==> src/rtl/core/cache_set_access_policy_assert.svh <==
// Assertion macros shared by the cache set access policy RTL.
// Each macro samples on clk_i; the guarded form is held off while rst_ni is low.
`ifndef CACHE_SET_ACCESS_POLICY_ASSERT_SVH
`define CACHE_SET_ACCESS_POLICY_ASSERT_SVH

// Check a property outside reset.
`define CSAP_ASSERT(lbl, prop, msg) \
  lbl: assert property (@(posedge clk_i) disable iff (!rst_ni) prop) else $error(msg);

// Check a property at every edge, reset included.
`define CSAP_ASSERT_ALWAYS(lbl, prop, msg) \
  lbl: assert property (@(posedge clk_i) prop) else $error(msg);

`endif

==> src/rtl/core/csap_pkg.sv <==
// ----------------------------------------------------------------------------
// csap_pkg
// Shared types and constants of the cache set access policy block.
// ----------------------------------------------------------------------------
`default_nettype none

package csap_pkg;

  // Set geometry
  localparam int WAYS     = 8;
  localparam int WAY_W    = (WAYS > 1) ? $clog2(WAYS) : 1;
  localparam int CNT_W    = $clog2(WAYS + 1);
  localparam int TAG_BITS = 32;
  localparam int TIME_W   = 32;

  // Cost model
  localparam int CYC_W      = 18;
  localparam int WORDS_W    = 11;
  localparam int MAX_WORDS  = 1024;
  localparam int MEM_CYCLES = 100;

  // Configuration port
  localparam int CFG_IDX_W  = 3;
  localparam int CFG_DATA_W = 11;
  localparam int LIMIT_W    = 4;

  typedef enum logic [CFG_IDX_W-1:0] {
    CFG_WRITE_ALLOCATE  = 3'd0,
    CFG_WRITE_THROUGH   = 3'd1,
    CFG_REPLACE_FIFO    = 3'd2,
    CFG_WAYS_IN_USE     = 3'd3,
    CFG_WORDS_PER_BLOCK = 3'd4
  } cfg_reg_e;

  // Access kinds
  localparam logic KIND_LOAD  = 1'b0;
  localparam logic KIND_STORE = 1'b1;

  typedef struct packed {
    logic                kind;
    logic [TAG_BITS-1:0] tag;
  } in_item_t;

  typedef struct packed {
    logic             hit;
    logic [CYC_W-1:0] cycles_added;
  } out_item_t;

  typedef enum logic [1:0] {
    ST_IDLE,
    ST_LOOKUP,
    ST_SCAN,
    ST_COMMIT
  } state_e;

  // Controller to datapath
  typedef struct packed {
    logic capture;
    logic lookup;
    logic scan_init;
    logic scan_step;
    logic commit;
  } dp_cmd_t;

  // Datapath to controller
  typedef struct packed {
    logic need_scan;
    logic scan_last;
  } dp_status_t;

endpackage

`default_nettype wire

==> src/rtl/core/csap_ctrl.sv <==
// ----------------------------------------------------------------------------
// csap_ctrl
// Sequencer for one access: capture, lookup, optional victim scan, commit.
// ----------------------------------------------------------------------------
`default_nettype none
`include "cache_set_access_policy_assert.svh"

module csap_ctrl (
  input  wire                    clk_i,
  input  wire                    rst_ni,
  input  wire                    in_valid_i,
  output logic                   in_stall_o,
  output logic                   out_valid_o,
  input  wire                    out_stall_i,
  input  csap_pkg::dp_status_t   status_i,
  output csap_pkg::dp_cmd_t      cmd_o
);
  import csap_pkg::*;

  state_e state_q, state_d;
  logic   out_valid_q, out_valid_d;
  logic   commit_ok;

  // Commit only when the output register is free or being drained.
  assign commit_ok = !out_valid_q || !out_stall_i;

  always_ff @(posedge clk_i or negedge rst_ni) begin
    if (!rst_ni) begin
      state_q     <= ST_IDLE;
      out_valid_q <= 1'b0;
    end else begin
      state_q     <= state_d;
      out_valid_q <= out_valid_d;
    end
  end

  always_comb begin
    state_d    = state_q;
    in_stall_o = 1'b1;
    cmd_o      = '0;
    case (state_q)
      ST_IDLE: begin
        in_stall_o = 1'b0;
        if (in_valid_i) begin
          cmd_o.capture = 1'b1;
          state_d       = ST_LOOKUP;
        end
      end
      ST_LOOKUP: begin
        cmd_o.lookup = 1'b1;
        if (status_i.need_scan) begin
          cmd_o.scan_init = 1'b1;
          state_d         = ST_SCAN;
        end else begin
          state_d = ST_COMMIT;
        end
      end
      ST_SCAN: begin
        cmd_o.scan_step = 1'b1;
        if (status_i.scan_last) begin
          state_d = ST_COMMIT;
        end
      end
      ST_COMMIT: begin
        if (commit_ok) begin
          cmd_o.commit = 1'b1;
          in_stall_o   = 1'b0;
          if (in_valid_i) begin
            cmd_o.capture = 1'b1;
            state_d       = ST_LOOKUP;
          end else begin
            state_d = ST_IDLE;
          end
        end
      end
      default: begin
        state_d = ST_IDLE;
      end
    endcase
  end

  always_comb begin
    out_valid_d = out_valid_q;
    if (cmd_o.commit) begin
      out_valid_d = 1'b1;
    end else if (out_valid_q && !out_stall_i) begin
      out_valid_d = 1'b0;
    end
  end

  assign out_valid_o = out_valid_q;

  `CSAP_ASSERT(a_accept_state,
    (in_valid_i && !in_stall_o) |-> (state_q == ST_IDLE || state_q == ST_COMMIT),
    "csap_ctrl: beat accepted while an access is in flight")
  `CSAP_ASSERT(a_commit_slot,
    cmd_o.commit |-> (!out_valid_q || !out_stall_i),
    "csap_ctrl: commit would overwrite a waiting result")
  `CSAP_ASSERT(a_scan_exit,
    (state_q == ST_SCAN && status_i.scan_last) |=> (state_q == ST_COMMIT),
    "csap_ctrl: victim scan did not end in commit")

endmodule

`default_nettype wire

==> src/rtl/core/csap_dp.sv <==
// ----------------------------------------------------------------------------
// csap_dp
// Per-way state, tag compare, victim scan, cost calculation and result register.
// ----------------------------------------------------------------------------
`default_nettype none
`include "cache_set_access_policy_assert.svh"

module csap_dp (
  input  wire                                  clk_i,
  input  wire                                  rst_ni,
  input  csap_pkg::in_item_t                   in_data_i,
  output csap_pkg::out_item_t                  out_data_o,
  input  wire                                  cfg_we_i,
  input  wire   [csap_pkg::CFG_IDX_W-1:0]      cfg_idx_i,
  input  wire   [csap_pkg::CFG_DATA_W-1:0]     cfg_wdata_i,
  input  csap_pkg::dp_cmd_t                    cmd_i,
  output csap_pkg::dp_status_t                 status_o
);
  import csap_pkg::*;

  // Configuration
  logic               wa_q, wt_q, fifo_q;
  logic [LIMIT_W-1:0] ways_q;
  logic [WORDS_W-1:0] words_q;

  // Per-way state
  logic [WAYS-1:0]     valid_q, valid_d;
  logic [WAYS-1:0]     dirty_q, dirty_d;
  logic [TAG_BITS-1:0] tag_q   [WAYS];
  logic [TIME_W-1:0]   ltime_q [WAYS];
  logic [TIME_W-1:0]   atime_q [WAYS];
  logic [TIME_W-1:0]   tc_q, tc_d;

  // Current access
  logic                kind_q;
  logic [TAG_BITS-1:0] acc_tag_q;
  logic                hit_q, alloc_q, evict_q;
  logic [WAY_W-1:0]    hit_way_q, free_way_q;

  // Victim scan
  logic [WAY_W-1:0]  scan_idx_q;
  logic              best_valid_q;
  logic [WAY_W-1:0]  best_way_q;
  logic [TIME_W-1:0] best_time_q;

  out_item_t out_q;

  // Lookup logic
  logic [WAYS-1:0]    hit_vec;
  logic               hit_c, alloc_c, evict_c, is_store;
  logic [WAY_W-1:0]   hit_way_c, free_way_c;
  logic               free_any;
  logic [CNT_W-1:0]   used_c, limit_c;
  logic [TIME_W-1:0]  scan_time;
  logic               scan_better;

  // Commit logic
  logic [WORDS_W-1:0] words_eff;
  logic [CYC_W-1:0]   mem_words, cycles_c;
  logic [WAY_W-1:0]   slot;
  logic               st_wb;

  assign is_store = (kind_q == KIND_STORE);

  always_comb begin
    hit_way_c  = '0;
    free_way_c = '0;
    free_any   = 1'b0;
    for (int i = 0; i < WAYS; i++) begin
      hit_vec[i] = valid_q[i] && (tag_q[i] == acc_tag_q);
    end
    for (int i = WAYS - 1; i >= 0; i--) begin
      if (hit_vec[i]) hit_way_c = WAY_W'(i);
      if (!valid_q[i]) begin
        free_way_c = WAY_W'(i);
        free_any   = 1'b1;
      end
    end
  end

  assign hit_c  = |hit_vec;
  assign used_c = CNT_W'($countones(valid_q));

  always_comb begin
    if (ways_q == '0) begin
      limit_c = CNT_W'(1);
    end else if (32'(ways_q) > WAYS) begin
      limit_c = CNT_W'(WAYS);
    end else begin
      limit_c = CNT_W'(ways_q);
    end
  end

  assign alloc_c = !hit_c && (!is_store || wa_q);
  assign evict_c = (used_c >= limit_c) || !free_any;

  assign status_o.need_scan = alloc_c && evict_c;
  assign status_o.scan_last = (scan_idx_q == WAY_W'(WAYS - 1));

  // Victim compare: strict less keeps the lowest way on ties.
  assign scan_time   = fifo_q ? ltime_q[scan_idx_q] : atime_q[scan_idx_q];
  assign scan_better = valid_q[scan_idx_q] && (!best_valid_q || (scan_time < best_time_q));

  // Cost
  always_comb begin
    if (words_q == '0) begin
      words_eff = WORDS_W'(1);
    end else if (32'(words_q) > MAX_WORDS) begin
      words_eff = WORDS_W'(MAX_WORDS);
    end else begin
      words_eff = words_q;
    end
  end

  assign mem_words = CYC_W'(words_eff) * CYC_W'(MEM_CYCLES);
  assign st_wb     = is_store && !wt_q;
  assign slot      = evict_q ? best_way_q : free_way_q;

  always_comb begin
    cycles_c = '0;
    if (hit_q) begin
      cycles_c = (is_store && wt_q) ? CYC_W'(MEM_CYCLES + 1) : CYC_W'(1);
    end else begin
      if (is_store && wt_q) cycles_c = CYC_W'(MEM_CYCLES);
      if (alloc_q) begin
        cycles_c = cycles_c + mem_words + CYC_W'(1);
        if (evict_q && !wt_q && dirty_q[best_way_q]) begin
          cycles_c = cycles_c + mem_words;
        end
      end
    end
  end

  // Next state of control bits and time counter
  always_comb begin
    valid_d = valid_q;
    dirty_d = dirty_q;
    tc_d    = tc_q;
    if (cmd_i.commit) begin
      if (hit_q) begin
        if (st_wb) dirty_d[hit_way_q] = 1'b1;
        tc_d = tc_q + TIME_W'(2);
      end else begin
        if (alloc_q) begin
          valid_d[slot] = 1'b1;
          dirty_d[slot] = st_wb;
        end
        tc_d = tc_q + TIME_W'(1);
      end
    end
  end

  // Config and control state
  always_ff @(posedge clk_i or negedge rst_ni) begin
    if (!rst_ni) begin
      wa_q         <= 1'b1;
      wt_q         <= 1'b0;
      fifo_q       <= 1'b0;
      ways_q       <= LIMIT_W'(8);
      words_q      <= WORDS_W'(4);
      valid_q      <= '0;
      dirty_q      <= '0;
      tc_q         <= '0;
      scan_idx_q   <= '0;
      best_valid_q <= 1'b0;
    end else begin
      if (cfg_we_i) begin
        case (cfg_idx_i)
          CFG_WRITE_ALLOCATE:  wa_q    <= cfg_wdata_i[0];
          CFG_WRITE_THROUGH:   wt_q    <= cfg_wdata_i[0];
          CFG_REPLACE_FIFO:    fifo_q  <= cfg_wdata_i[0];
          CFG_WAYS_IN_USE:     ways_q  <= cfg_wdata_i[LIMIT_W-1:0];
          CFG_WORDS_PER_BLOCK: words_q <= cfg_wdata_i[WORDS_W-1:0];
          default: ;
        endcase
      end
      valid_q <= valid_d;
      dirty_q <= dirty_d;
      tc_q    <= tc_d;
      if (cmd_i.scan_init) begin
        scan_idx_q   <= '0;
        best_valid_q <= 1'b0;
      end else if (cmd_i.scan_step) begin
        scan_idx_q <= scan_idx_q + 1'b1;
        if (scan_better) best_valid_q <= 1'b1;
      end
    end
  end

  // Payload registers
  always_ff @(posedge clk_i) begin
    if (cmd_i.capture) begin
      kind_q    <= in_data_i.kind;
      acc_tag_q <= in_data_i.tag;
    end
    if (cmd_i.lookup) begin
      hit_q      <= hit_c;
      hit_way_q  <= hit_way_c;
      alloc_q    <= alloc_c;
      evict_q    <= evict_c;
      free_way_q <= free_way_c;
    end
    if (cmd_i.scan_step && scan_better) begin
      best_way_q  <= scan_idx_q;
      best_time_q <= scan_time;
    end
    if (cmd_i.commit) begin
      out_q.hit          <= hit_q;
      out_q.cycles_added <= cycles_c;
      if (hit_q) begin
        atime_q[hit_way_q] <= tc_q + TIME_W'(1);
      end else if (alloc_q) begin
        tag_q[slot]   <= acc_tag_q;
        ltime_q[slot] <= tc_q + TIME_W'(1);
        atime_q[slot] <= tc_q + TIME_W'(1);
      end
    end
  end

  assign out_data_o = out_q;

  `CSAP_ASSERT(a_single_hit,
    $onehot0(hit_vec),
    "csap_dp: tag held in more than one valid way")
  `CSAP_ASSERT(a_time_step,
    cmd_i.commit |=> (tc_q == $past(tc_q) + 32'd1) || (tc_q == $past(tc_q) + 32'd2),
    "csap_dp: time counter moved by other than one or two")
  `CSAP_ASSERT(a_time_hold,
    !cmd_i.commit |=> $stable(tc_q),
    "csap_dp: time counter moved outside commit")

endmodule

`default_nettype wire

==> src/rtl/core/cache_set_access_policy.sv <==
// ----------------------------------------------------------------------------
// cache_set_access_policy
// One set of a set-associative cache with LRU or FIFO replacement and cost report.
// ----------------------------------------------------------------------------
// Usage:
//   Input channel (in_valid_i / in_stall_o / in_data_i) carries one access per
//   beat: kind (load or store) and tag. Output channel (out_valid_o /
//   out_stall_i / out_data_o) returns one beat per access: hit and the cycle
//   cost, including fill and dirty-victim writeback.
//   Order: an access that needs no eviction is captured, looked up, then
//   committed; a fill that must evict runs a victim scan between lookup and
//   commit, as the victim search walks the ways one at a time.
//   A new access is not taken while one is in flight; the next beat is taken
//   in the commit cycle of the previous one.
//   The result sits in an output register; while the receiver stalls, the
//   next access still runs its lookup and scan, then holds in commit until
//   the waiting beat is taken.
//   Configuration: cfg_we_i writes register cfg_idx_i (0 write_allocate,
//   1 write_through, 2 replace_fifo, 3 ways_in_use, 4 words_per_block);
//   write only while idle. Other indexes are dropped.
//   Reset: all ways invalid and clean, time counter zero, registers at their
//   defaults (allocate on, write-back, LRU, 8 ways, 4 words).
// ----------------------------------------------------------------------------
`default_nettype none

module cache_set_access_policy (
  input  wire                                  clk_i,
  input  wire                                  rst_ni,
  input  wire                                  in_valid_i,
  output logic                                 in_stall_o,
  input  csap_pkg::in_item_t                   in_data_i,
  output logic                                 out_valid_o,
  input  wire                                  out_stall_i,
  output csap_pkg::out_item_t                  out_data_o,
  input  wire                                  cfg_we_i,
  input  wire   [csap_pkg::CFG_IDX_W-1:0]      cfg_idx_i,
  input  wire   [csap_pkg::CFG_DATA_W-1:0]     cfg_wdata_i
);
  import csap_pkg::*;

  dp_cmd_t    cmd;
  dp_status_t status;

  // Sequence each access: capture, lookup, scan when evicting, commit.
  csap_ctrl u_ctrl (
    .clk_i       (clk_i),
    .rst_ni      (rst_ni),
    .in_valid_i  (in_valid_i),
    .in_stall_o  (in_stall_o),
    .out_valid_o (out_valid_o),
    .out_stall_i (out_stall_i),
    .status_i    (status),
    .cmd_o       (cmd)
  );

  // Hold the set state, compare tags, pick the victim and price the access.
  csap_dp u_dp (
    .clk_i       (clk_i),
    .rst_ni      (rst_ni),
    .in_data_i   (in_data_i),
    .out_data_o  (out_data_o),
    .cfg_we_i    (cfg_we_i),
    .cfg_idx_i   (cfg_idx_i),
    .cfg_wdata_i (cfg_wdata_i),
    .cmd_i       (cmd),
    .status_o    (status)
  );

endmodule

`default_nettype wire

==> config.mk <==
export PLATFORM = sky130hd
export DESIGN_NAME = cache_set_access_policy
export DESIGN_NICKNAME = d
export VERILOG_FILES = /design/src/rtl/core/csap_pkg.sv /design/src/rtl/core/csap_ctrl.sv /design/src/rtl/core/csap_dp.sv /design/src/rtl/core/cache_set_access_policy.sv
export VERILOG_INCLUDE_DIRS = /design/src /design/src/rtl/core
export SDC_FILE = /design/constraint.sdc
export NUM_CORES = 1
export LEC_CHECK = 0
export BUFFER_PORTS_ARGS = -buffer_cell sky130_fd_sc_hd__buf_2
export CAP_MARGIN = 10
export CORE_UTILIZATION = 39
export DETAILED_ROUTE_END_ITERATION = 12
export PLACE_DENSITY = 0.6
export REMOVE_ABC_BUFFERS = 1
export SLEW_MARGIN = 20
export SYNTH_ARGS = -nofsm -noshare
export SYNTH_HDL_FRONTEND = slang
export SYNTH_HIERARCHICAL = 1
export SYNTH_SLANG_ARGS = --single-unit
==> constraint.sdc <==
create_clock -name clk_i -period 5.3 [get_ports clk_i]
set_input_delay 0.795 -clock clk_i [delete_from_list [all_inputs] [get_ports clk_i]]
set_output_delay 0.795 -clock clk_i [all_outputs]
set_load 0.005 [all_outputs]
After elaboration in Yosys (flattened, before gate mapping)
Memories as Yosys holds them, arrays and structs flattened.
Index checks and enable logic that the tools add are counted.
- logic and storage cells: 210
- ROM bits: 0
- input bits: 52
- memories: 3
- bits in writable memories: 768
- bits in latches: 0
- bits in registers: 169
- add/sub/neg operators: 13
- reductions and logical operators: 53
- order comparisons: 10
- divide/modulo/power cells: 0
- muxes and demuxes: 80
- bitwise logic cells: 3
- equal/unequal tests: 20
- shift-type cells: 0
- multipliers: 1
- memory list (memory ; words ; bits a word ; rd ports ; clocked after memory_dff ; write ports ; RTL line ; text):
    u_dp.atime_q ; 8 ; 32 ; 1 ; 0 ; 1 ; csap_dp.sv:31 ; logic [TIME_W-1:0] atime_q [WAYS];
    u_dp.ltime_q ; 8 ; 32 ; 1 ; 0 ; 1 ; csap_dp.sv:30 ; logic [TIME_W-1:0] ltime_q [WAYS];
    u_dp.tag_q ; 8 ; 32 ; 8 ; 0 ; 1 ; csap_dp.sv:29 ; logic [TAG_BITS-1:0] tag_q [WAYS];
- operators with widths (operator ; count):
    32-bit equality test ; 8
    32-bit 2-to-1 mux ; 3
    18-bit 2-to-1 mux ; 4
    18-bit adder ; 2
    1-bit 2-to-1 mux ; 36
    3-bit 2-to-1 mux ; 12
    32-bit by 1-bit adder with 32-bit output (second input constant) ; 1
    32-bit by 2-bit adder with 32-bit output (second input constant) ; 1
    32-bit less-than comparator ; 1
    32-bit OR reduction ; 1
    8-bit 2-to-1 mux ; 3
    11-bit 2-to-1 mux ; 2
    1-bit logical AND ; 19
    18-bit by 1-bit adder with 18-bit output (second input constant) ; 1
    3-bit by 4-bit less-than comparator with 1-bit output (second input constant) ; 4
    11-bit by 5-bit multiplier with 16-bit output (second input constant) ; 1
    2-bit 2-to-1 mux ; 8
    8-bit OR ; 2
    7-bit 2-to-1 mux ; 2
    2-bit AND reduction ; 7
    4-bit adder ; 3
    11-bit > comparator (second input constant) ; 1
    11-bit logical NOT ; 1
    3-bit AND reduction ; 3
    29 further kinds ; 54

Longest topological paths before layout
Gate-level depths: netlist (run 1).
- depth in word-level cells: 15
- depth in mapped cells: 23

By module
The synthesis (run 1) kept the hierarchy.
- modules (own cells, without submodules) (module ; times used ; area each (µm²) ; sequential area each (µm²) ; cells an instance):
    csap_dp ; 1 ; 40124.7 ; 27670.3 ; 2340
    csap_ctrl ; 1 ; 274.0 ; 75.1 ; 27

Worst setup path after synthesis (run 1)
Ideal clock, no wire load.
- path kind: reg-to-reg
- start: reg u_dp.scan_idx_q[0]
- end: reg u_dp.best_time_q[0], enable pin
- stages on the path, launching flop included: 18
- path buffers: 4
- period minus slack after synthesis: 5.292 ns
- data required time: 4.904 ns
- arrival time: 4.897 ns
- path slack: 0.008 ns
- path through: dfrtp_1 -> buf_6 -> clkbuf_1 -> buf_2 -> buf_1 -> mux4_2 -> mux4_2 -> ha_1 -> a21o_1 -> a21o_1 -> a21oi_1 -> nor2b_1 -> o21ai_0 -> nand2b_1 -> a21oi_1 -> nor2b_1 -> o21ai_0 -> and4b_1
- word-level cells in the longest chain between the ends: 6
- RTL lines (item ; RTL line ; text):
    from (decl) ; csap_dp.sv:41 ; logic [WAY_W-1:0] scan_idx_q;
    from (signal assigned) ; csap_dp.sv:184 ; scan_idx_q <= scan_idx_q + 1'b1;
    memory 8 x 32 bit (on tied branches) ; -- ;
    32-bit 2-to-1 mux * ; csap_dp.sv:101 ; assign scan_time = fifo_q ? ltime_q[scan_idx_q] : atime_q[scan_idx_q];
    net u_dp.scan_time[25] ; csap_dp.sv:54 ; logic [TIME_W-1:0] scan_time;
    32-bit less-than comparator * ; csap_dp.sv:102 ; assign scan_better = valid_q[scan_idx_q] && (!best_valid_q || (scan_time < best_time_q));
    1-bit logical OR * ; csap_dp.sv:102 ;
    1-bit logical AND * ; csap_dp.sv:102 ;
    1-bit logical AND * ; csap_dp.sv:203 ; if (cmd_i.scan_step && scan_better) begin
    to (signal assigned) ; csap_dp.sv:205 ; best_time_q <= scan_time;
    to (decl) ; csap_dp.sv:44 ; logic [TIME_W-1:0] best_time_q;
The timed path passes the listed nets; every way through them passes the cells marked *. The select of a mux whose other input is x is not followed.
A chain may end at the register's enable or synchronous reset.

Final worst setup path (run 1)
- start: reg u_dp.words_q[2]
- end: reg u_dp.out_q, in the netlist u_dp/out_data_o[15] (data pin)
- word-level cells in the longest chain between the ends: 10
- RTL lines (item ; RTL line ; text):
    from (decl) ; csap_dp.sv:24 ; logic [WORDS_W-1:0] words_q;
    from (signal assigned) ; csap_dp.sv:173 ; CFG_WORDS_PER_BLOCK: words_q <= cfg_wdata_i[WORDS_W-1:0];
    11-bit > comparator ; csap_dp.sv:108 ; end else if (32'(words_q) > MAX_WORDS) begin
    11-bit 2-to-1 mux ; csap_dp.sv:108 ;
    11-bit 2-to-1 mux * ; csap_dp.sv:106 ; if (words_q == '0) begin
    11-bit by 5-bit multiplier with 16-bit output * ; csap_dp.sv:115 ; assign mem_words = CYC_W'(words_eff) * CYC_W'(MEM_CYCLES);
    18-bit adder ; csap_dp.sv:126 ; cycles_c = cycles_c + mem_words + CYC_W'(1);
    18-bit by 1-bit adder with 18-bit output ; csap_dp.sv:126 ;
    18-bit adder ; csap_dp.sv:128 ; cycles_c = cycles_c + mem_words;
    18-bit 2-to-1 mux * ; csap_dp.sv:127 ; if (evict_q && !wt_q && dirty_q[best_way_q]) begin
    18-bit 2-to-1 mux * ; csap_dp.sv:125 ; if (alloc_q) begin
    18-bit 2-to-1 mux * ; csap_dp.sv:121 ; if (hit_q) begin
    to (decl) ; csap_dp.sv:46 ; out_item_t out_q;
Every way passes the cells marked *; elsewhere a longest branch is shown, timed or not.

==> out/metrics.yaml, run 1 <==
grt.overflow.total: 0
cp_slowest_stage_delay_ns: 0.58
grt_antenna_before_repair: 3
mostFrequentLayoutCells: "edfxtp_1 (863), xnor2_1 (220), mux4_2 (162)"
cts_tree: "built"
start_kind: "register"
root_buffer: "clkbuf_16"
cts_max_level: 3
core_area_um2: 102000
relSlewSlack_pct: 27.7
ios: 73
critPathBufInv: 0
remaining_drc_errors: 0
path_cells: "nor2b_4 > ha_1 > ha_1 > fa_1 > ha_2 > a211oi_4 > o21bai_4 > xnor2_4 > nand3_1 > ha_1 > or2_2 > a221oi_4 > o211ai_1 > and3b_1 > o31ai_1 > o41ai_1"
finalNonFillerCells: 4016
crit_start: "u_dp/words_q[2]"
regToRegEndpoint: "u_dp/out_data_o[15]"
drv_cap: 0
ant_nets: 0
postSynthCellCount: 2367
grt_max_degree: 66
dpl.hpwl_mm: 59.1
ys_seq_area_share_pct: 68.7
crit_path_end_kind: "register"
setup_viol: 0
irDropWorstVdd_mv: 0.303
r2r_slack_ns: 0.25
worstMarginPinSlew_ns: 1.08
path_depth: 16
avgSynthCellArea_um2: 17.1
crit_family: "adder cells"
die_x_um: 324
portBuffers: 71
cts_buffers: 97
synth_cell_types: 76
final_common_cell: "edfxtp_1"
crit_slowest_cell: "dfstp_2"
timing.fmax_mhz: 198
wl_per_cell_um: 23.3
final-hold-violation-count: 0
hold_class: "in -> async"
final_core_util_pct: 45.8
die-area_um2: 105000
rsz0062_at_grt: "true"
rr_startpoint: "u_dp/words_q[2]"
routabilityCongestion: 0.833
netlist_area_um2: 40400
area_growth_pct: 15.9
clk_latency_ns: 0.66
synthArstFlopShare_pct: 7.80
place_inst: 3827
initial_core_util_pct: 39.5
drtPass1Iterations: 5
p_per_area_nw_per_um2: 519
final.setup_skew_ns: 0.0177
reg2reg_depth: 16
via_count: 21300
critPathMaxFanout: 8
grt_pass1_vias: 21900
ys_warn_count: 6
fin_crit_sh_pct: 95.3
wl_mm: 93.5
status: "finished, final reports clean"
cts.clk_slew.worst_paths_ns: 0.07
cts_max_path_buffers: 3
synth_seq_cells: 936
first_iter_violations: 1600
nFillCells: 8809
grt_pass1_wl_mm: 141
cts.sinks: 936
synthFlopType: "edfxtp_1"
drive_gt1_share_pct: 23.0
whs_ns: 0.111
track_usage_pct: 18.2
path_common_cell: "ha_1"
min_period_ns: 5.05
crit_required_ns: 5.71
num_rows: 117
fin_nets: 2727
avgViaCountPerCell: 5.29
criticalPathCategory: "reg -> reg"
p_leak_nw: 16.4
arrival_ns: 5.46
synth_edf_count: 863
maxSlewViolCount: 0
die_y_um: 324
==> per-layer routing <==
metal / vias to the layer above / share of wire (%) / wire (um) / track usage, %
met5: - / 0.0096 / 9 / 0
li1: 9507 / - / - / -
met1: 11100 / 45 / 41900 / 25.4
met2: 508 / 48 / 45100 / 29.4
met4: 2 / 2.7 / 2480 / 5.47
met3: 142 / 4.3 / 4010 / 2.57
==> repair_timing <==
item,in CTS,in global routing
pin swaps,1,7
resized for setup,2,28
hold buffers,0,0
hold endpoints to repair,0,0
setup buffers,0,7
setup endpoints to repair,3,6
==> worst max path at each step <==
stage                                     end  slack (ns)
after global placement    u_dp/out_data_o[14]        0.06
after global routing      u_dp/out_data_o[15]       -0.01
after CTS                 u_dp/out_data_o[15]        0.01
after detailed placement  u_dp/out_data_o[15]       -0.06
after floorplan           u_dp/best_time_q[0]       -3.51
final                     u_dp/out_data_o[15]        0.25
==> cells in the mapped netlist (5+ instances only) <==
cell type,instances,area [um^2]
edfxtp_1,863,25900
xnor2_1,241,2110
mux4_2,162,3650
xor2_1,108,946
ha_1,100,1250
nand2_1,94,353
inv_1,90,338
clkbuf_1,74,278
nor2_1,71,267
dfrtp_1,70,1750
nand4_1,68,425
a21oi_1,50,250
nand3_1,37,185
nor4_1,35,219
o21ai_0,32,160
mux2_2,21,236
nor2b_1,19,119
a21o_1,14,105
and2_1,14,87.6
buf_1,14,52.6
nor3_1,14,70.1
or2_2,13,81.3
nand2b_1,12,75.1
and3_1,10,62.6
fa_1,10,200
mux2i_1,10,100
and4_1,8,70.1
o211ai_1,8,60.1
o22ai_1,8,50.1
o21a_1,7,52.6
a31oi_1,5,31.3
==> registers in the layout, summed over array words and instances (netlist names), 2 cells and up <==
register and flops:
u_dp/best_time_q 32, u_dp/ltime_q 256, u_dp/free_way_q 3, u_ctrl/state_q 2
u_dp/best_way_q 3, u_dp/dirty_q 8, u_dp/acc_tag_q 32, u_dp/valid_q 8
u_dp/out_data_o 18, u_dp/hit_way_q 3, u_dp/tc_q 32, u_dp/tag_q 256
u_dp/ways_q 4, u_dp/scan_idx_q 3, u_dp/words_q 11, u_dp/atime_q 256
==> kinds of logic after synthesis <==
kind of cell | count (synthesis) | synth area share [%]
fa+ha+maj | 110 | 3.59
buf+inv | 184 | 1.75
mux | 196 | 10.0
flops | 936 | 68.7
compound gates | 169 | 2.77
simple gates | 419 | 5.46
xor+xnor | 352 | 7.72
other cells | 1 | 0.00928
==> area by class of cell <==
| cell class | instances | area (um^2) | area share (%) |
|---|---|---|---|
| clock buffers | 138 | 2690 | 5.75 |
| flip-flops and latches | 936 | 27800 | 59.3 |
| well taps | 1368 | 1710 | 3.66 |
| diodes | 1 | 2.50 | 0.00534 |
| inverters | 91 | 342 | 0.729 |
| multi-input cells | 1247 | 12400 | 26.5 |
| clock inverters | 43 | 490 | 1.05 |
| repair buffers | 192 | 1440 | 3.08 |
==> power by group <==
part | internal, mW | total, mW | switching, mW
registers | 9.12 | 9.68 | 0.558
logic | 3.54 | 7.84 | 4.30
clock network | 3.99 | 6.80 | 2.81
==> per-stage QoR <==
stage / setup TNS (ns) / power [mW] / setup WS [ns] / area (um^2)
after CTS: 0 / 24.3 / 0.0132 / 46500
after detailed placement: -0.0640 / 17.4 / -0.0593 / 43300
after global routing: -0.00959 / 25.6 / -0.00959 / 46800
after global placement: 0 / 17.2 / 0.0629 / 43300
after floorplan: -201.59 / 15.1 / -3.51 / 40000
final: 0 / 24.3 / 0.248 / 46800
(Power assumes the default switching activity.)
==> run 2: changes to the inputs <==
--- a/config.mk
+++ b/config.mk
@@ -6,11 +6,13 @@
 export SDC_FILE = /design/constraint.sdc
 export NUM_CORES = 1
 export LEC_CHECK = 0
-export BUFFER_PORTS_ARGS = -buffer_cell sky130_fd_sc_hd__buf_2
 export CAP_MARGIN = 10
 export CORE_UTILIZATION = 39
+export CTS_BUF_LIST = sky130_fd_sc_hd__clkbuf_16
 export DETAILED_ROUTE_END_ITERATION = 12
-export PLACE_DENSITY = 0.6
+export DONT_BUFFER_PORTS = 1
+export MAX_ROUTING_LAYER = met4
+export PLACE_DENSITY = 0.59
 export REMOVE_ABC_BUFFERS = 1
 export SLEW_MARGIN = 20
 export SYNTH_ARGS = -nofsm -noshare
==> run 2 against run 1 <==
- the flow now finishes with violations (hold timing)
- worst hold slack worse by 0.11 ns
- sequential share of layout area up 0.43 points
- global-route usage up 0.74 points
- wire length up 1.5%
- critical path depth up 1
- first-iteration DRC count down 4.3%
- combinational power down 2.9%
- register-to-register slack about the same
- non-clock buffer count down 78
- design area down 0.72%
- utilization down 0.33 points
- clock skew up 0.0039 ns
- largest power group unchanged
==> out/metrics.yaml, run 2 (synthesis results as in run 1) <==
timing.fmax_mhz: 198  # -0.17%
fin_crit_sh_pct: 95.5  # +0.17 points
core_area_um2: 102000  # unchanged
cts_buffers: 99  # +2.1%
start_kind: "register"
final_core_util_pct: 45.5  # -0.33 points
die-area_um2: 105000  # unchanged
grt_pass1_vias: 21700  # -1.0%
arrival_ns: 5.47  # about the same
mostFrequentLayoutCells: "edfxtp_1 (863), xnor2_1 (220), mux4_2 (162)"
avgViaCountPerCell: 5.33  # +0.76%
switchingPower_mw: 7.64  # -0.25%
routabilityCongestion: 0.835  # +0.25%
criticalPathCategory: "reg -> reg"
track_usage_pct: 18.9  # +0.74 points
cts.sinks: 936  # unchanged
fin_nets: 2651  # -2.8%
cts.clk_slew.worst_paths_ns: 0.06  # about the same
reg2reg_depth: 17  # +1
die_y_um: 324  # unchanged
setup_viol: 0  # unchanged
p_int_mw: 16.5  # -1.2%
whs_ns: -0.00128  # -0.112 ns
wl_mm: 94.9  # +1.5%
cts_tree: "built"
power_frac_clock_pct: 28.1  # about the same
violations: "hold timing"
num_rows: 117  # unchanged
final.setup_skew_ns: 0.0216  # +0.00389 ns
remaining_drc_errors: 0  # unchanged
final_common_cell: "edfxtp_1"
p_per_area_nw_per_um2: 518  # -0.18%
ant_nets: 0  # unchanged
dpl.hpwl_mm: 59.9  # +1.4%
p_leak_nw: 16.2  # -1.4%
ios: 73  # unchanged
grt.overflow.total: 0  # unchanged
die_x_um: 324  # unchanged
p_comb_share_pct: 31.6  # -0.6 points
grt_max_degree: 72  # +9.1%
maxSlewViolCount: 0  # unchanged
relSlewSlack_pct: 31.7  # +4.1 points
placed_cell_area_um2: 43000  # -0.72%
cts_max_path_buffers: 3  # unchanged
share_seq_of_total_power_pct: 40.3  # +0.5 points
reg_top3: "u_dp/atime_q (256), u_dp/ltime_q (256), u_dp/tag_q (256)"
finalNonFillerCells: 3944  # -1.8%
crit_path_end_kind: "register"
cts_max_level: 3  # unchanged
drtPass1Iterations: 7  # +2
clk_latency_ns: 0.68  # +0.02 ns
drv_cap: 0  # unchanged
hold_class: "in -> async"
initial_core_util_pct: 39.5  # unchanged
final-hold-violation-count: 1  # +1
via_count: 21000  # -1.0%
crit_required_ns: 5.71  # about the same
grt_antenna_before_repair: 2  # -1
nFillCells: 8833  # +0.27%
status: "finished, violations left"
critPathMaxFanout: 8  # unchanged
place_inst: 3750  # -2.0%
drive_gt1_share_pct: 21.0  # -1.9 points
pre_cts_slack_ns: 0.0190  # +0.0783 ns
irDropWorstVdd_mv: 0.314  # +3.8%
worstMarginPinSlew_ns: 1.02  # -0.0608 ns
switching_share_pct: 31.7  # +0.21 points
root_buffer: "clkbuf_16"
setup_ws_ns: 0.239  # -0.00884 ns
wl_per_cell_um: 24.1  # +3.4%
first_iter_violations: 1532  # -4.3%
grt_pass1_wl_mm: 141  # +0.10%
portBuffers: 0  # -100%
area_growth_pct: 15.1
min_period_ns: 5.06  # +0.00884 ns
fin_area_um2: 46500  # -0.72%
[run 2: changes by cell type in the layout (fill, tap and decap cells not counted), moves of 7 or more]
cell,delta
clkinv_2,+13
buf_2,-70
clkbuf_1,-32
inv_1,+16
buf_4,-16
clkbuf_8,-7
clkinv_1,+11
[run 2: timing repair]
action	4_1_cts	5_1_grt
gates resized for setup	0	19
hold endpoints to repair	71	0
hold buffers	2	0
setup endpoints to repair	0	6
buffers inserted	0	4
[run 2: layer usage]
metal | global-route usage [%] | part of all wire, %
met4 | 5.09 | 2.5
met3 | 3.07 | 4.9
met5 | - | 0
met1 | 25.4 | 44
met2 | 29.8 | 48
[run 2: through the flow]
| stage | hold slack [ns] | setup TNS [ns] | power [mW] |
|---|---|---|---|
| finish | -0.00128 | 0 | 24.1 |
| global route | 0.00573 | -0.00408 | 25.3 |
| CTS | 0.00308 | 0 | 24.2 |
| detailed placement | 0.480 | 0 | 17.4 |
| global placement | 0.475 | 0 | 17.2 |
| floorplan | 0.461 | -201.59 | 15.1 |
[run 2: worst paths after layout]
kind,start,slack (ns),endpoint
worst max-delay path,u_dp/words_q[2],0.24,u_dp/out_data_o[15]
min in group clk_i,in_data_i[20],0.21,u_dp/acc_tag_q[20]
max in group asynchronous,rst_ni,4.41,u_dp/words_q[2]
worst min register to register,u_dp/ways_q[0],0.51,u_dp/ways_q[0]
worst min-delay path,rst_ni,-0.001,u_dp/tc_q[0]
worst max register to register,u_dp/words_q[2],0.24,u_dp/out_data_o[15]
[run 2: critical path, stage by stage, from the launching register on]
cell,delay [ns]
dfstp_2,0.58
nor2b_2,0.21
ha_1,0.25
ha_1,0.30
fa_1,0.52
ha_2,0.31
a211oi_2,0.25
o21bai_2,0.19
xnor2_2,0.14
buf_4,0.18
nand3_1,0.12
ha_1,0.34
or2_2,0.33
a221oi_2,0.34
o211ai_1,0.17
and3b_1,0.23
o31ai_1,0.25
o41ai_1,0.11
[run 2: cell type report]
type / instances / area, um^2 / area share [%]
repair buffers: 114 / 1130 / 2.43
well taps: 1368 / 1710 / 3.68
diodes: 1 / 2.50 / 0.00538
clock inverters: 87 / 697 / 1.50
clock buffers: 100 / 2500 / 5.38
multi-input cells: 1247 / 12300 / 26.6
inverters: 91 / 342 / 0.735
flip-flops and latches: 936 / 27800 / 59.7
[run 2: power by group through the flow]
stage / clock (mW) / combinational, mW / sequential (mW)
after floorplan: 0 / 5.01 / 10.1
after global placement: 0 / 7.38 / 9.85
after detailed placement: 0 / 7.49 / 9.87
after CTS: 6.94 / 7.55 / 9.72
after global routing: 7.20 / 8.34 / 9.79
final: 6.78 / 7.61 / 9.71
==> run 3: changes to the inputs <==
--- a/config.mk
+++ b/config.mk
@@ -6,11 +6,14 @@
 export SDC_FILE = /design/constraint.sdc
 export NUM_CORES = 1
 export LEC_CHECK = 0
+export ABC_AREA = 1
 export CAP_MARGIN = 10
+export CORE_MARGIN = 2
 export CORE_UTILIZATION = 39
 export CTS_BUF_LIST = sky130_fd_sc_hd__clkbuf_16
 export DETAILED_ROUTE_END_ITERATION = 12
 export DONT_BUFFER_PORTS = 1
+export GPL_TIMING_DRIVEN = 0
 export MAX_ROUTING_LAYER = met4
 export PLACE_DENSITY = 0.59
 export REMOVE_ABC_BUFFERS = 1
==> run 3 against run 2 <==
- the run now ends clean
- clock power shrank 0.9%
- clock-buffer cell count shrank 2
- critical path type unchanged
- maximum frequency grew 0.44%
- wire length grew 17%
- non-clock buffer count shrank 24
- largest cell class unchanged
- synthesized cell count grew 49%
- sequential power grew 2.8%
- critical path depth grew 14
- via count grew 32%
==> out/metrics.yaml, run 3 <==
routabilityCongestion: 0.870  # +4.2%
core_area_um2: 106000  # +3.3%
critPathMaxFanout: 5  # -3
final_core_util_pct: 45.6  # +0.11 points
reg_top3: "u_dp/atime_q (256), u_dp/ltime_q (256), u_dp/tag_q (256)"
drv_cap: 0  # unchanged
avgSynthCellArea_um2: 11.8  # -31%
synth_area_leaders: "edfxtp_1 (62%), o21ai_0 (4.6%), dfrtp_1 (4.2%), nor2_1 (4.0%), nand2_1 (3.8%)"
ys_top_cells_by_count: "edfxtp_1 (863), nor2_1 (442), nand2_1 (422)"
yosysTopAreaCell: "edfxtp_1"
start_kind: "register"
postSynthCellCount: 3530  # +49%
crit_start: "u_dp/words_q[2]"
final_common_cell: "edfxtp_1"
final-hold-violation-count: 0  # -1
fin_setup_tns_ns: 0  # unchanged
cts_tree: "built"
track_usage_pct: 20.7  # +1.8 points
placed_cell_area_um2: 44400  # +3.3%
synth_seq_cells: 936  # unchanged
root_buffer: "clkbuf_16"
pre_cts_slack_ns: -0.0842  # -0.103 ns
synthArstFlopShare_pct: 7.80  # unchanged
arrival_ns: 5.44  # -0.03 ns
fin_nets: 3739  # +41%
die_y_um: 331  # +2.2%
wl_per_cell_um: 22.0  # -8.4%
avgViaCountPerCell: 5.49  # +3.0%
ys_warn_count: 6  # unchanged
area_growth_pct: 15.5
timing.fmax_mhz: 198  # +0.44%
portBuffers: 0  # unchanged
via_count: 27700  # +32%
yosysMostFrequentCell: "edfxtp_1"
cp_slowest_stage_delay_ns: 0.55  # -0.03 ns
worstMarginPinSlew_ns: 1.12  # +0.0959 ns
relSlewSlack_pct: 25.3  # -6.4 points
ios: 73  # unchanged
wl_mm: 111  # +17%
grt.overflow.total: 0  # unchanged
cts.sinks: 936  # unchanged
cts_buffers: 96  # -3.0%
criticalPathCategory: "reg -> reg"
first_iter_violations: 2698  # +76%
cts.clk_slew.worst_paths_ns: 0.06  # about the same
fin_area_um2: 48100  # +3.6%
irDropWorstVdd_mv: 0.379  # +20%
ant_nets: 0  # unchanged
cts_max_path_buffers: 3  # unchanged
hold_class: "in -> async"
crit_required_ns: 5.70  # about the same
setup_viol: 0  # unchanged
status: "finished, final reports clean"
path_common_cell: "nand2_1"
setup_ws_ns: 0.261  # +0.0221 ns
regArea_um2: 27800  # about the same
p_per_area_nw_per_um2: 489  # -5.7%
whs_ns: 0.0438  # +0.0451 ns
clk_latency_ns: 0.66  # -0.02 ns
die_x_um: 331  # +2.2%
maxSlewViolCount: 0  # unchanged
crit_slowest_cell: "dfstp_2"
min_period_ns: 5.04  # -0.0221 ns
ys_seq_area_share_pct: 66.6  # -2.1 points
synthFlopType: "edfxtp_1"
multi_input_area_um2: 12800  # +3.9%
initial_core_util_pct: 39.5  # -0.061 points
grt_pass1_wl_mm: 165  # +17%
p_leak_nw: 16.8  # +3.7%
diodes: 0  # -1
grt_pass1_vias: 26600  # +23%
num_rows: 119  # +1.7%
final.setup_skew_ns: 0.0268  # +0.00521 ns
synth_edf_count: 863  # unchanged
netlist_area_um2: 41700  # +3.2%
crit_path_end_kind: "register"
die-area_um2: 109000  # +4.4%
drive_gt1_share_pct: 10.4  # -11 points
synth_top_area_share_pct: 62.2  # -2.0 points
rr_startpoint: "u_dp/words_q[2]"
grt_max_degree: 116  # +61%
fin_crit_sh_pct: 95.1  # -0.42 points
remaining_drc_errors: 0  # unchanged
drtPass1Iterations: 5  # -2
cts_max_level: 3  # unchanged
rsz0062_at_grt: "true"
synth_cell_types: 58  # -24%
mostFrequentLayoutCells: "edfxtp_1 (863), nor2_1 (414), nand2_1 (405)"
dpl.hpwl_mm: 71.4  # +19%
nFillCells: 9491  # +7.4%
grt_antenna_before_repair: 0  # -2
run 3: changes by cell type in the layout (fill, tap and decap cells not counted), moves of 71 or more:
cell	delta
mux4_2	-162
o21ai_0	+354
nand3_1	+71
xnor2_1	-156
nand2_1	+311
o22ai_1	+78
o221ai_1	+91
inv_1	+180
nor2_1	+359
run 3: kinds of logic (layout without fill, tap and decap cells):
family	Yosys count	after routing	share of synthesized area (%)
AO/OA/AOI/OAI	790	790	11.6
adder cells (fa/ha/maj)	110	110	3.48
buffers and inverters	429	557	3.91
multiplexers	3	3	0.0811
flip-flops	936	936	66.6
AND/OR/NAND/NOR	1125	1125	11.4
other	1	1	0.00900
XOR/XNOR	136	136	2.89
run 3: layout make-up:
type | count | share of cell area [%]
timing repair buffer | 90 | 3.27
tap | 1391 | 3.61
inverter | 288 | 2.29
clock inverter | 81 | 1.42
sequential | 936 | 57.7
clock buffer | 98 | 5.09
multi-input combinational | 2165 | 26.7
run 3: critical path, delay by kind of cell (launching register included):
kind	cells	cell delay, ns
and+or+nand+nor	21	2.17
buffers and inverters	4	0.33
AOI/OAI and AO/OA	1	0.06
DFF	1	0.55
adders and majority gates	5	1.68
run 3: path summary, 6_finish.rpt:
path                       slack, ns  depth (start not counted)             endpoint
max                             0.26                         31  u_dp/out_data_o[16]
min                             0.04                          1         u_dp/tc_q[6]
max reg2reg                     0.26                         31  u_dp/out_data_o[16]
min reg2reg                     0.49                          2       u_dp/ways_q[0]
max in group asynchronous       4.38                          1       u_dp/ways_q[3]
min in group clk_i              0.22                          0   u_dp/acc_tag_q[11]
run 3: what timing repair did:
item,CTS,global route
pin swaps,1,21
setup endpoints to repair,20,41
cloned,0,2
resized for setup,3,61
hold endpoints to repair,70,0
buffers inserted,1,25
hold buffers,2,0
run 3: through the flow:
stage	instances	total power, mW
after CTS	5022	23.3
after global placement	4780	16.3
after global routing	5049	24.8
final	5049	23.5
after detailed placement	4840	16.6
after floorplan	3389	14.0
run 3: power breakdown:
group,total [mW],leakage (nW),internal (mW),switching (mW)
sequential,9.98,8.40,9.24,0.741
combinational,6.85,6.80,2.22,4.64
clock,6.72,1.62,3.89,2.82
total,23.5,16.8,15.3,8.20
run 3: routing by layer:
layer	vias to the layer above	global-route usage [%]	wire length, um
li1	12900	-	-
met1	13700	27.4	48200
met2	874	32.9	53200
met3	217	2.96	6290
met4	0	6.40	3500
met5	-	-	0
